## src/fscrc_pkg.sv

```systemverilog
`timescale 1ns / 1ps

package fscrc_pkg;

    localparam int unsigned KIND_W = 3;
    localparam int unsigned LEN_W  = 16;

    localparam logic [KIND_W-1:0] KIND_PAYLOAD = 3'd0;
    localparam logic [KIND_W-1:0] KIND_GOOD    = 3'd1;
    localparam logic [KIND_W-1:0] KIND_CRCERR  = 3'd2;
    localparam logic [KIND_W-1:0] KIND_TIMEOUT = 3'd3;
    localparam logic [KIND_W-1:0] KIND_REPLY   = 3'd4;

    localparam logic [31:0] CRC_POLY      = 32'hEDB8_8320;
    localparam logic [31:0] CRC_INIT      = 32'hFFFF_FFFF;
    localparam logic [7:0]  CODE_TIMEOUT  = 8'h80;
    localparam logic [7:0]  CODE_CRC_ERR  = 8'h82;
    localparam logic [7:0]  CHAR_F        = 8'h46;
    localparam logic [7:0]  CHAR_0        = 8'h30;
    localparam logic [7:0]  CHAR_2        = 8'h32;
    localparam logic [15:0] TIMEOUT_RESET = 16'd3000;

    typedef enum logic [1:0] {
        PH_IDLE,
        PH_LENLO,
        PH_PAYLOAD,
        PH_CRC
    } phase_t;

    typedef enum logic [2:0] {
        BURST_PAYLOAD,
        BURST_GOOD,
        BURST_IDENT,
        BURST_TIMEOUT,
        BURST_CRCERR
    } burst_t;

    function automatic logic [31:0] crc32_byte(input logic [31:0] crc_in,
                                               input logic [7:0] data);
        logic [31:0] crc;
        crc = crc_in ^ {24'd0, data};
        for (int i = 0; i < 8; i++) begin
            crc = crc[0] ? ((crc >> 1) ^ CRC_POLY) : (crc >> 1);
        end
        return crc;
    endfunction

    localparam logic [31:0] REPLY_CRC_TIMEOUT = crc32_byte(CRC_INIT, CODE_TIMEOUT) ^ CRC_INIT;
    localparam logic [31:0] REPLY_CRC_CRCERR  = crc32_byte(CRC_INIT, CODE_CRC_ERR) ^ CRC_INIT;

endpackage

```

## src/framed_serial_crc32_receiver_unit.sv

```systemverilog
`timescale 1ns / 1ps

// Channel | Handshake         | Payload
// s_      | s_valid / s_ready | s_operation, s_rx_byte
// m_      | m_valid / m_ready | m_out_kind, m_out_byte, m_frame_length, m_last
// cfg_    | cfg_we            | cfg_wdata (timeout_ticks)
//
// An input transfer updates the frame state and, if it produces results, loads a result burst
// into the output register; a burst holds 1, 3 or 8 results, one per output cycle while m_ready is high.
// A new item is taken in every cycle while the output register is empty or its last result moves.
// Items that produce no result are taken subject to the same condition and leave the output register empty.
// Reset is synchronous on aresetn low and clears the frame state and empties the output register.
// A stalled output holds the result in place and blocks the input until its last result moves.

module framed_serial_crc32_receiver_unit (
    input  logic                              aclk,
    input  logic                              aresetn,
    input  logic                              s_valid,
    output logic                              s_ready,
    input  logic                              s_operation,
    input  logic [7:0]                        s_rx_byte,
    output logic                              m_valid,
    input  logic                              m_ready,
    output logic [fscrc_pkg::KIND_W-1:0]      m_out_kind,
    output logic [7:0]                        m_out_byte,
    output logic [fscrc_pkg::LEN_W-1:0]       m_frame_length,
    output logic                              m_last,
    input  logic                              cfg_we,
    input  logic [15:0]                       cfg_wdata
);
    import fscrc_pkg::*;

    logic [15:0] timeout_reg;
    phase_t      phase_reg, phase_next;
    logic [15:0] length_reg, length_next;
    logic [15:0] count_reg, count_next;
    logic [31:0] crc_reg, crc_next;
    logic [31:0] rxcrc_reg, rxcrc_next;
    logic [2:0]  crc_cnt_reg, crc_cnt_next;
    logic [15:0] ticks_reg, ticks_next;

    logic        out_valid_reg;
    burst_t      burst_reg;
    logic [7:0]  byte_reg;
    logic [15:0] len_reg;
    logic [2:0]  idx_reg;

    logic        emit;
    burst_t      emit_burst;
    logic [15:0] emit_len;
    logic        tmo_hit;
    logic        s_fire;
    logic        m_fire;
    logic [2:0]  last_idx;
    logic [31:0] reply_crc;
    logic [15:0] tick_inc;
    logic [31:0] crc_upd;
    logic [15:0] count_inc;

    assign s_fire  = s_valid && s_ready;
    assign m_fire  = out_valid_reg && m_ready;
    assign s_ready = !out_valid_reg || (m_ready && m_last);

    assign tick_inc  = (ticks_reg == 16'hFFFF) ? ticks_reg : ticks_reg + 16'd1;
    assign tmo_hit   = (tick_inc > timeout_reg);
    assign crc_upd   = crc32_byte(crc_reg, s_rx_byte);
    assign count_inc = count_reg + 16'd1;

    always_comb begin
        phase_next   = phase_reg;
        length_next  = length_reg;
        count_next   = count_reg;
        crc_next     = crc_reg;
        rxcrc_next   = rxcrc_reg;
        crc_cnt_next = crc_cnt_reg;
        ticks_next   = ticks_reg;
        emit         = 1'b0;
        emit_burst   = BURST_PAYLOAD;
        emit_len     = length_reg;
        if (s_operation) begin
            if (phase_reg == PH_PAYLOAD || phase_reg == PH_CRC) begin
                ticks_next = tick_inc;
                if (tmo_hit) begin
                    emit       = 1'b1;
                    emit_burst = BURST_TIMEOUT;
                    phase_next = PH_IDLE;
                end
            end
        end else begin
            case (phase_reg)
                PH_IDLE: begin
                    if (s_rx_byte == CHAR_F) begin
                        emit       = 1'b1;
                        emit_burst = BURST_IDENT;
                        emit_len   = '0;
                    end else begin
                        length_next = {s_rx_byte, 8'd0};
                        phase_next  = PH_LENLO;
                    end
                end
                PH_LENLO: begin
                    length_next  = {length_reg[15:8], s_rx_byte};
                    count_next   = '0;
                    crc_next     = CRC_INIT;
                    rxcrc_next   = '0;
                    crc_cnt_next = '0;
                    ticks_next   = '0;
                    phase_next   = ({length_reg[15:8], s_rx_byte} == 16'd0) ? PH_CRC
                                                                             : PH_PAYLOAD;
                end
                PH_PAYLOAD: begin
                    emit       = 1'b1;
                    emit_burst = BURST_PAYLOAD;
                    crc_next   = crc_upd;
                    count_next = count_inc;
                    if (count_inc == length_reg) begin
                        crc_cnt_next = '0;
                        rxcrc_next   = '0;
                        phase_next   = PH_CRC;
                    end
                end
                PH_CRC: begin
                    rxcrc_next   = {rxcrc_reg[23:0], s_rx_byte};
                    crc_cnt_next = crc_cnt_reg + 3'd1;
                    if (crc_cnt_next[2]) begin
                        phase_next = PH_IDLE;
                        emit       = 1'b1;
                        emit_burst = (rxcrc_next == ~crc_reg) ? BURST_GOOD : BURST_CRCERR;
                    end
                end
                default: begin
                    phase_next = PH_IDLE;
                end
            endcase
        end
    end

    always_ff @(posedge aclk) begin
        if (!aresetn) begin
            timeout_reg <= TIMEOUT_RESET;
        end else if (cfg_we) begin
            timeout_reg <= cfg_wdata;
        end
    end

    always_ff @(posedge aclk) begin
        if (!aresetn) begin
            phase_reg   <= PH_IDLE;
            length_reg  <= '0;
            count_reg   <= '0;
            crc_reg     <= CRC_INIT;
            rxcrc_reg   <= '0;
            crc_cnt_reg <= '0;
            ticks_reg   <= '0;
        end else if (s_fire) begin
            phase_reg   <= phase_next;
            length_reg  <= length_next;
            count_reg   <= count_next;
            crc_reg     <= crc_next;
            rxcrc_reg   <= rxcrc_next;
            crc_cnt_reg <= crc_cnt_next;
            ticks_reg   <= ticks_next;
        end
    end

    always_ff @(posedge aclk) begin
        if (!aresetn) begin
            out_valid_reg <= 1'b0;
            idx_reg       <= '0;
        end else if (s_fire) begin
            out_valid_reg <= emit;
            idx_reg       <= '0;
        end else if (m_fire) begin
            if (m_last) begin
                out_valid_reg <= 1'b0;
            end else begin
                idx_reg <= idx_reg + 3'd1;
            end
        end
    end

    always_ff @(posedge aclk) begin
        if (s_fire && emit) begin
            burst_reg <= emit_burst;
            byte_reg  <= s_rx_byte;
            len_reg   <= emit_len;
        end
    end

    always_comb begin
        case (burst_reg)
            BURST_PAYLOAD: last_idx = 3'd0;
            BURST_GOOD:    last_idx = 3'd0;
            BURST_IDENT:   last_idx = 3'd2;
            default:       last_idx = 3'd7;
        endcase
    end

    assign reply_crc = (burst_reg == BURST_TIMEOUT) ? REPLY_CRC_TIMEOUT : REPLY_CRC_CRCERR;

    always_comb begin
        m_out_kind = KIND_REPLY;
        m_out_byte = 8'd0;
        case (burst_reg)
            BURST_PAYLOAD: begin
                m_out_kind = KIND_PAYLOAD;
                m_out_byte = byte_reg;
            end
            BURST_GOOD: begin
                m_out_kind = KIND_GOOD;
            end
            BURST_IDENT: begin
                m_out_byte = (idx_reg == 3'd2) ? CHAR_2 : CHAR_0;
            end
            default: begin
                case (idx_reg)
                    3'd0: m_out_kind = (burst_reg == BURST_TIMEOUT) ? KIND_TIMEOUT
                                                                    : KIND_CRCERR;
                    3'd1: m_out_byte = 8'h00;
                    3'd2: m_out_byte = 8'h01;
                    3'd3: m_out_byte = (burst_reg == BURST_TIMEOUT) ? CODE_TIMEOUT
                                                                    : CODE_CRC_ERR;
                    3'd4: m_out_byte = reply_crc[31:24];
                    3'd5: m_out_byte = reply_crc[23:16];
                    3'd6: m_out_byte = reply_crc[15:8];
                    default: m_out_byte = reply_crc[7:0];
                endcase
            end
        endcase
    end

    assign m_valid        = out_valid_reg;
    assign m_frame_length = len_reg;
    assign m_last         = (idx_reg == last_idx);

    a_idx_in_burst: assert property (@(posedge aclk) disable iff (!aresetn)
        out_valid_reg |-> (idx_reg <= last_idx))
        else $error("Result index ran past the end of its burst.");

    a_no_accept_mid_burst: assert property (@(posedge aclk) disable iff (!aresetn)
        (out_valid_reg && !m_last) |-> !s_ready)
        else $error("Input taken while a burst still has results to deliver.");

    a_burst_continues: assert property (@(posedge aclk) disable iff (!aresetn)
        (m_fire && !m_last) |=> (out_valid_reg && (idx_reg == $past(idx_reg) + 3'd1)))
        else $error("Burst did not advance to its next result.");

    a_timeout_to_idle: assert property (@(posedge aclk) disable iff (!aresetn)
        (s_fire && s_operation && (phase_reg == PH_PAYLOAD || phase_reg == PH_CRC) && tmo_hit)
        |=> (phase_reg == PH_IDLE && out_valid_reg && burst_reg == BURST_TIMEOUT))
        else $error("Timeout did not return the receiver to idle with a timeout burst.");

endmodule

```

## config.mk

```make
export PLATFORM = sky130hd
export DESIGN_NAME = framed_serial_crc32_receiver_unit
export DESIGN_NICKNAME = d
export VERILOG_FILES = /design/src/fscrc_pkg.sv /design/src/framed_serial_crc32_receiver_unit.sv
export SDC_FILE = /design/constraint.sdc
export NUM_CORES = 1
export LEC_CHECK = 0
export BUFFER_PORTS_ARGS = -buffer_cell sky130_fd_sc_hd__buf_4
export CAP_MARGIN = 20
export CORE_ASPECT_RATIO = 0.5
export CORE_MARGIN = 2
export CORE_UTILIZATION = 40
export DETAILED_ROUTE_END_ITERATION = 8
export HOLD_SLACK_MARGIN = 0.06
export PLACE_DENSITY = 0.57
export REMOVE_ABC_BUFFERS = 1
export SYNTH_ARGS = -nofsm -noshare
export SYNTH_HDL_FRONTEND = slang
export SYNTH_SLANG_ARGS = --single-unit
```

## constraint.sdc

```tcl
create_clock -name aclk -period 8.9 [get_ports aclk]
set_input_delay 0.445 -clock aclk [delete_from_list [all_inputs] [get_ports aclk]]
set_output_delay 0.445 -clock aclk [all_outputs]
set_load 0.05 [all_outputs]
```

# After elaboration in Yosys (flattened, before gate mapping)

Index checks and enable logic that the tools add are counted.
W data, S select, Z words.

Input port bits: 30
Bits in writable memories: 0
Bits in latches: 0
ROM bits: 0
Register bits after elaboration: 156
Word-level logic and storage cells: 142
Memories: 0
Output and inout port bits: 30

Divide/modulo/power cells: 0
Multipliers: 0
Add/subtract/negate cells: 4
Shift-type cells: 0
Reduce and logical (&&, ||, !) cells: 28
Bitwise operators: 15
Equal/unequal tests: 24
Mux-type cells: 56
Order comparisons: 1

Operators with widths:

| operator                | count |
|---|---|
| $mux W32                | 9 |
| $mux W16                | 8 |
| $not A13 Y14            | 8 |
| $pmux W24 S3            | 1 |
| $pmux W16 S2            | 2 |
| $pmux W32 S2            | 1 |
| $pmux W8 S6             | 1 |
| $add A16 B1 Y16 const B | 2 |
| $eq A32 B32 Y1          | 1 |
| $not A32 Y32            | 1 |
| $xor A32 B8 Y32         | 1 |
| $mux W24                | 1 |
| $pmux W8 S3             | 1 |
| $mux W2                 | 11 |
| $pmux W3 S3             | 2 |
| $eq A16 B16 Y1          | 1 |
| $eq A16 B16 Y1 const B  | 1 |
| $gt A16 B16 Y1          | 1 |
| $logic_not A16 Y1       | 1 |
| $mux W3                 | 5 |
| $eq A3 B2 Y1 const B    | 4 |
| $pmux W3 S2             | 2 |
| $mux W1                 | 10 |
| $reduce_bool A2 Y1      | 5 |
| 26 further kinds        | 48 |

# Depth between registers and ports, before layout

Gate-level depths: netlist of the first run.

Depth in word-level cells: 18
Depth in mapped cells: 16
Gate-level depth less buffers: 14

# Worst setup path before layout of the first run

Ideal clock, no wire load.

Path type: register -> register
Start: reg ticks_reg[2]
End: reg burst_reg[0] (enable)
Setup time: 0.412 ns
Cell stages (with the launch flop): 15
Clock period less this slack: 4.622 ns
Path slack: 4.278 ns
Arrival time: 4.210 ns
Cell sequence: dfxtp_1 -> clkbuf_1 -> and4_1 -> and4_1 -> and3_1 -> a21oi_1 -> nand4_1 -> xnor2_1 -> ha_1 -> nand4_1 -> or4_1 -> a21oi_1 -> or3_1 -> a31oi_1 -> nor2_1

Word-level cells in the longest chain between the ends: 7

RTL lines:

| item                                                     | RTL line                                 | RTL |
|---|---|---|
| start, declared                                          | framed_serial_crc32_receiver_unit.sv:40  | `logic [15:0] ticks_reg, ticks_next;` |
| start signal, assigned                                   | framed_serial_crc32_receiver_unit.sv:162 | `ticks_reg <= ticks_next;` |
| $add A16 B1 Y16 / $eq A16 B16 Y1 (equally long branches) | framed_serial_crc32_receiver_unit.sv:64  | `assign tick_inc = (ticks_reg == 16'hFFFF) ? ticks_reg : ticks_reg + 16'd1;` |
| $mux W16 (*)                                             | framed_serial_crc32_receiver_unit.sv:64  |  |
| $gt A16 B16 Y1 (*)                                       | framed_serial_crc32_receiver_unit.sv:65  | `assign tmo_hit = (tick_inc > timeout_reg);` |
| $mux W1 (*)                                              | framed_serial_crc32_receiver_unit.sv:83  | `if (tmo_hit) begin` |
| $mux W1 (*)                                              | framed_serial_crc32_receiver_unit.sv:81  | `if (phase_reg == PH_PAYLOAD \|\| phase_reg == PH_CRC) begin` |
| $mux W1 (*)                                              | framed_serial_crc32_receiver_unit.sv:80  | `if (s_operation) begin` |
| $logic_and A1 B1 Y1 (*)                                  | framed_serial_crc32_receiver_unit.sv:183 | `if (s_fire && emit) begin` |
| end signal, assigned                                     | framed_serial_crc32_receiver_unit.sv:184 | `burst_reg <= emit_burst;` |
| end, declared                                            | framed_serial_crc32_receiver_unit.sv:43  | `burst_t burst_reg;` |

Mark *: on every way between the ends. The rest lies on a longest branch, timed or not.
A chain may end at the register's enable or synchronous reset.

# Final worst setup path of the first run

Start: reg ticks_reg[2]
End: reg len_reg[8], in the netlist m_frame_length[8] (enable)

Word-level cells in the longest chain between the ends: 7

RTL lines:

| item                                                     | RTL line                                 | RTL |
|---|---|---|
| $add A16 B1 Y16 / $eq A16 B16 Y1 (equally long branches) | framed_serial_crc32_receiver_unit.sv:64  |  |
| $mux W16 (*)                                             | framed_serial_crc32_receiver_unit.sv:64  |  |
| $gt A16 B16 Y1 (*)                                       | framed_serial_crc32_receiver_unit.sv:65  |  |
| $mux W1 (*)                                              | framed_serial_crc32_receiver_unit.sv:83  |  |
| $mux W1 (*)                                              | framed_serial_crc32_receiver_unit.sv:81  |  |
| $mux W1 (*)                                              | framed_serial_crc32_receiver_unit.sv:80  |  |
| $logic_and A1 B1 Y1 (*)                                  | framed_serial_crc32_receiver_unit.sv:183 |  |
| end signal, assigned                                     | framed_serial_crc32_receiver_unit.sv:186 | `len_reg <= emit_len;` |
| end, declared                                            | framed_serial_crc32_receiver_unit.sv:45  | `logic [15:0] len_reg;` |

Marks and branches as above.

==> results of run 1 <==
## cell type report
cell class	instances	share of cell area
multi-input combinational	791	0.5063
sequential	156	0.3307
timing repair buffer	71	0.05195
clock buffer	22	0.04634
tap	300	0.03659
clock inverter	10	0.01561
inverter	34	0.01244
## stage by stage
| stage | utilization | instances |
|---|---|---|
| 2_1_floorplan | - | 981 |
| 3_3_place_gp | 0.4397 | 1351 |
| 3_5_place_dp | 0.4397 | 1351 |
| 4_1_cts | 0.4688 | 1383 |
| 5_1_grt | 0.4691 | 1384 |
| 6_report | 0.4691 | 1384 |
## worst min-delay path by stage
stage	startpoint	endpoint	slack [ps]	depth (start not counted)
2_1_floorplan	crc_cnt_reg[1]$_SDFFE_PN0P_	crc_cnt_reg[1]$_SDFFE_PN0P_	440	2
3_3_place_gp	crc_cnt_reg[1]$_SDFFE_PN0P_	crc_cnt_reg[1]$_SDFFE_PN0P_	450	2
3_5_place_dp	crc_cnt_reg[1]$_SDFFE_PN0P_	crc_cnt_reg[1]$_SDFFE_PN0P_	470	2
4_1_cts	cfg_wdata[11]	timeout_reg[11]$_SDFFE_PN1P_	220	3
5_1_grt	cfg_wdata[11]	timeout_reg[11]$_SDFFE_PN1P_	240	3
6_report	cfg_wdata[7]	timeout_reg[7]$_SDFFE_PN1P_	230	3
## cells in the mapped netlist (4+ instances only)
library cell / instances / area [um2]
buf_1: 6 / 22.52
or3_1: 9 / 56.30
mux2i_1: 40 / 400.4
xnor2_1: 93 / 814.5
or4_1: 6 / 45.04
inv_1: 34 / 127.6
nand3_1: 69 / 345.3
a21o_1: 4 / 30.03
and3_1: 10 / 62.56
ha_1: 30 / 375.4
o22ai_1: 6 / 37.54
nand2_1: 118 / 442.9
nand3b_1: 11 / 82.58
clkbuf_1: 47 / 176.4
a22oi_1: 11 / 82.58
o211ai_1: 10 / 75.07
nor2_1: 72 / 270.3
nor3_1: 20 / 100.1
dfxtp_1: 129 / 2582
xor2_1: 33 / 289.0
o21ai_0: 51 / 255.2
nand2b_1: 12 / 75.07
a211oi_1: 4 / 30.03
xor2_2: 4 / 65.06
or2_2: 4 / 25.02
a21oi_1: 59 / 295.3
edfxtp_1: 27 / 810.8
nor4_1: 13 / 81.33
nor3b_1: 5 / 37.54
nor2b_1: 20 / 125.1
buf_2: 10 / 50.05
nand4_1: 21 / 131.4
a31oi_1: 5 / 31.28
## kinds of logic after synthesis
| logic type | share of synthesized area |
|---|---|
| AOI/OAI and AO/OA | 0.1298 |
| xor gates and xnor gates | 0.1388 |
| adders and majority gates | 0.04172 |
| buffers and inverters | 0.04562 |
| DFF | 0.3772 |
| muxes | 0.04826 |
| and+or+nand+nor | 0.2186 |
## worst max-delay path, stage by stage, from the launching register on
cell and delay, ps:
dfxtp_1 380, and4_1 200, and4_1 280, and3_1 260, a21oi_1 520, nand4_1 190, xnor2_1 190, ha_1 330
nand4_1 150, or4_1 590, a21oi_1 150, or3_1 180, a31oi_1 110, nor2_2 130, buf_4 340
## layer usage
metal  vias up  share of wire  GRT usage  wire length (um)
li1       3717              -          -                 -
met1      3645           0.50     0.2854             11820
met2       163           0.45     0.3288             10650
met3        24          0.041    0.03567               986
met4         0          0.013    0.06067               314
met5         -              0          0                 0
## power groups by stage
stage	clock (mW)	combinational, mW	sequential [mW]
after global placement	0	0.205	0.756
after floorplan	0	0.132	0.761
after global routing	0.840	0.226	0.742
final	0.800	0.208	0.741
after detailed placement	0	0.206	0.756
after CTS	0.813	0.208	0.741
==> run summary, run 1 <==
Kind of capture point of the worst setup path: a register. Max-cap violations in this run came to 0. The top cell types in the final layout, fill and taps aside, are dfxtp_1, nand2_1, xnor2_1, nor2_1, buf_4. The count of nets left with antenna violations once routing finished came out at 0. TritonCTS built the clock tree. Counting flops with a built-in enable in the synthesized netlist gives 27. For this design, the CTS-stage hold fixing added 0 buffers.

From synthesis to final layout, the design area changed by 14.05%. In the routed layout, each cell is associated on average with a via count of 5.454. The final cell area excluding filler cells is 10,260 um2, and the final worst hold slack is 225.9 ps.

In this run the vertical extent of the chip is 110.0 um. The die area is 23,780 um2. After floorplanning, the core was sized to cover 21,870 um2.

Pin count of the biggest net entering global routing: 98. The run gives 0 as the count of warnings emitted by yosys. The CTS sink count is 156. Leaving out fill and tap cells, the most frequent cell in the layout is dfxtp_1. The analysis attributes to cell leakage a power of 3.965 nW.

The count of buffers inserted at the top-level ports was 59; the routability-driven placement congestion ratio was 0.8648. The run gives 0.3772 as the share of synthesized area occupied by flip-flops and latches. Across all setup checks in the final design, the least slack found is 4548 ps. The flow ran to the end, and the final reports show no timing, DRC or antenna violations.

The final worst clock skew came out at 10.68 ps. The average instance in the mapped netlist occupies 8.592 um2. Tracing the worst setup path back leads to its startpoint at ticks_reg[2]$_SDFFE_PN0P_. For the arrival time of data at the critical path endpoint, the log shows 4450 ps.

Derived from the worst setup path, the maximum achievable clock frequency is 229.8 MHz. The run gives 4550 ps as the slack of the worst reg-to-reg path. The power share of the clock group was 0.458; the flip-flop count of the largest register, all copies and words added was 32.

Setup repair after global routing left no endpoint under its margin. The logs give 1.305 mW for the internal portion of total power and 8996 um2 for the mapped cell area. For the via count of the first global-routing pass, the log shows 7,107. The all-layer global routing usage came out at 0.2051.

The share of the clock period used by the worst path after layout came out at 0.4890. For the relative contribution of sequential cells to total power, the log shows 0.423. For this run, design rule violations remaining after detail routing come to 0.

In this run the worst setup path terminates at m_frame_length[8]$_DFFE_PP_. The worst path needs 4352 ps of the cycle, external delays included. The number of setup buffers added after CTS is 0, and the detailed router's first-iteration violation count is 532.

Summing over every cut layer, the via total after detailed routing is 7,549. The combinational group share of total power is 0.119. The proportion of layout cells with a drive suffix above 1 came out at 0.1125. The path depth of the worst reg2reg path is 14. The power density normalized to cell area came out at 170.5 nW/um2. In this run the horizontal extent of the chip is 216.1 um.

Before CTS, the worst setup slack after placement is 4684 ps. Overall power consumption after layout is estimated at 1.749 mW. The worst register-to-register path ends at m_frame_length[8]$_DFFE_PP_.

Largest driver fanout on the critical path: 28. The tools report the worst relative slew slack as 0.2539. The logs give 38 for the number of rows in the core area and 0 for the total grt overflow. The wire length reported by the detailed router came out at 23,770 um. The area of combinational cells with multiple inputs was 5195 um2. The deepest clock path buffer count is 2. The switching power was 0.4438 mW; the cell area after placement was 9617 um2.

The logs give 0 for the final-report setup violation count and 0 ps for the final setup TNS. The detailed-routing iteration count for the pre-antenna-repair pass is 6. Post-detailed-route wirelength per cell: 17.17 um.

Across the VDD grid, the largest voltage drop is 0.07901 mV. The critical path is of the register to register type. The number of pins exceeding their max-slew limit in the final report is 0, and the net total in the final layout is 1,131.

The post-cts resize count is 0. The clock insertion delay at the later pin of the skew report was 440 ps; the critical path data required time was 9000 ps. The effective utilization at floorplan is 0.4113.

The synthesized design contains 156 register bits. The layout has 2,140 filler cells. The number of H-tree branching levels is 4. For this run, the leading register cell type out of synthesis is dfxtp_1. The tools report the critical path launch point type as a register. The logs give 0 for the final count of hold timing violations and 60 for the number of placed I/O pins. The actual transition at the worst max-transition pin is 1112 ps.

The gate count after technology mapping came out at 1,047. The tree is rooted in a clkbuf_16. The worst register-to-register path begins at ticks_reg[2]$_SDFFE_PN0P_. For the half-perimeter wire length of the detailed placement result, the log shows 15,910 um.

The switching share of total power works out to 0.2537. The tools report the sequential cell area as 3393 um2. The worst hold path belongs to the class primary input to register.

The share of synthesized registers carrying an async set or reset is 0, and the global-route wire length before repair is 38,220 um. The clock transition at the registers of the reported paths works out to 60 ps. The number of different library cells used by synthesis comes to 65. The logs give 1 for the number of antenna violations at the first check in global routing and 17 for the CTS buffer count.

The repair_antennas step left the layout with diodes totalling 0.
(Power assumes the default switching activity.)
==> run 2: changes to the inputs <==
Clock period 8.9 ns to 4.3 ns, I/O delays scaled along.
==> run summary, run 2 (synthesized netlist as in run 1, its figures left out) <==
The upper clock frequency limit was 247.7 MHz (+7.8%). The critical path data required time came out at 4430 ps (-4570 ps). Kind of capture point of the worst setup path: a register.

The wire length reported by the detailed router was 23,640 um (-0.54%); the number of maximum-capacitance violations was 0 (unchanged). The detail-routed via count per cell was 5.462 (+0.13%); the number of diodes added for antenna fixing was 0 (unchanged). The arrival time of data at the critical path endpoint was 4170 ps (-280 ps); the die width was 216.1 um (unchanged). The power density normalized to cell area works out to 343.4 nW/um2 (+100%). The die outline height works out to 110.0 um (unchanged). The via count of the first global-routing pass was 7,280 (+2.4%). For the CTS sink count, the log shows 156 (unchanged). The post-detailed-route wirelength per cell works out to 16.79 um (-2.2%). The routability-driven placement congestion ratio came out at 0.8764 (+1.3%). The most common cell after layout, fill and taps aside was dfxtp_1. The total grt overflow is 0 (unchanged). The post-detailed-route count of antenna-violating nets is 0 (unchanged), and the post-layout minimum cycle time is 4037 ps (-315.6 ps). The count of buffers inserted at the top-level ports came out at 59 (unchanged).

Setup repair after global routing left no endpoint under its margin. The number of pins exceeding their max-slew limit in the final report was 0 (unchanged). The logs give 7,690 (+1.9%) for the total number of vias and 60 (unchanged) for the number of placed I/O pins.

TritonCTS built the clock tree. For the final worst clock skew, the log shows 10.28 ps (-0.3959 ps). The die area was 23,780 um2 (unchanged).

By startpoint and endpoint, the worst setup path is classified as register to register. Deepest clock path buffer count: 2 (unchanged). Effective utilization at floorplan: 0.4113 (unchanged). The critical path launch point type was a register. Final worst hold slack: 70.31 ps (-155.6 ps). The run gives 16,050 um (+0.91%) as the half-perimeter wire length of the detailed placement result. The final cell area excluding filler cells is 10,510 um2 (+2.4%), and the final setup TNS is 0 ps (unchanged).

The CTS buffer count was 17 (unchanged). The logs give 69 (-30%) for the pin count of the biggest net entering global routing and 490 (-7.9%) for the detailed router's first-iteration violation count. The clock transition at the registers of the reported paths was 60 ps (about the same); the all-layer global routing usage was 0.2077 (+0.002601). Relative to the synthesized area, the layout overhead comes to 16.77%. The share of the clock period used by the worst path after layout is 0.9387 (+0.4497). The logs give 38,680 um (+1.2%) for the global-route wire length before repair and 0 (unchanged) for the count of unresolved DRC violations after routing. The proportion of layout cells with a drive suffix above 1 is 0.1164 (+0.003880). Class of the tightest hold or removal check: primary input to register. The floorplan core area is 21,870 um2 (unchanged). The actual transition at the worst max-transition pin was 915.8 ps (-196.7 ps); the final count of hold timing violations was 0 (unchanged).

The flow ran to the end, and the final reports show no timing, DRC or antenna violations. The run gives 0 (unchanged) as the final-report setup violation count. For the number of H-tree branching levels, the log shows 4 (unchanged). The run gives 0.2489 mV (+210%) as the maximum ir drop on the vdd rail.

The flip-flop count of the largest register, all copies and words added was 32 (unchanged); the largest driver fanout on the critical path was 28 (unchanged). The clock insertion delay at the later pin of the skew report was 440 ps (about the same); the cell area after placement was 9667 um2 (+0.52%). The detailed-routing iteration count for the pre-antenna-repair pass is 5 (-1), and the number of rows in the core area is 38 (unchanged). Static power due to leakage: 4.060 nW (+2.4%). The run gives 1,155 (+2.1%) as the net total in the final layout.

The top cell types in the final layout, fill and taps aside, are dfxtp_1, nand2_1, xnor2_1, buf_4, nor2_1. The tools report the root buffer cell as clkbuf_16. For the number of antenna violations at the first check in global routing, the log shows 1 (unchanged).

The worst relative slew slack is 0.3851 (+0.1312).
run 2: changes by cell type in the layout (fill, tap and decap cells not counted), moves of 2 or more:
cell / previous run / this run
clkinv_2: 2 / 0
buf_4: 71 / 74
clkinvlp_4: 0 / 2
dlygate4sd3_1: 0 / 19
run 2: what timing repair did:
| action | 4_1_cts | 5_1_grt |
|---|---|---|
| endpoints found under the setup margin | 0 | 30 |
| hold buffers | 19 | 0 |
| hold endpoints to repair | 19 | 0 |
| buffers inserted | 0 | 0 |
| resized for setup | 0 | 3 |
run 2: critical path, cell delays in order, from the launching register on:
cell     delay (ps)
dfxtp_1         400
and4_1          260
and4_2          320
and3_1          250
and3_1          180
mux2_2          350
ha_1            340
nand4_1         220
or4_1           600
a21oi_1         140
or3_1           180
a31oi_1         110
nor2_2          170
buf_12          200
run 2: stage by stage:
step           worst slack (ps)  power (mW)  std cells  utilization
5_1_grt                   48.51       3.744       1408       0.4803
6_report                  263.4       3.607       1408       0.4803
4_1_cts                   148.4       3.635       1407       0.4795
3_5_place_dp              193.0       1.996       1356       0.4420
3_3_place_gp              259.8       1.992       1356       0.4420
2_1_floorplan            -240.3       1.848        981            -
run 2: routing by layer:
layer / track usage / wire length, um / vias to the layer above
met3: 0.04170 / 1028 / 27
met4: 0.06800 / 413 / 0
met2: 0.3278 / 10560 / 163
met1: 0.2871 / 11640 / 3739
li1: - / - / 3761
met5: 0 / 0 / -
run 2: final timing paths:
path	startpoint	to	slack [ps]	cells after the start
max	ticks_reg[3]$_SDFFE_PN0P_	m_frame_length[8]$_DFFE_PP_	260	13
min	s_rx_byte[6]	byte_reg[6]$_DFFE_PP_	70	1
max reg2reg	ticks_reg[3]$_SDFFE_PN0P_	m_frame_length[8]$_DFFE_PP_	260	13
min reg2reg	rxcrc_reg[16]$_SDFFE_PN0P_	rxcrc_reg[16]$_SDFFE_PN0P_	470	2
run 2: layout make-up:
class | count | area [um2]
sequential | 156 | 3395
clock buffer | 24 | 504.2
inverter | 34 | 127.6
timing repair buffer | 95 | 777.0
clock inverter | 8 | 126.4
multi-input combinational | 791 | 5200
fill | 2115 | 11370
tap | 300 | 375.4
run 2: where the power goes:
part / leakage (nW) / switching, mW / internal [mW]
Clock: 0.302 / 0.626 / 1.00
Combinational: 2.45 / 0.266 / 0.182
Sequential: 1.30 / 0.0203 / 1.51
Total: 4.06 / 0.912 / 2.70
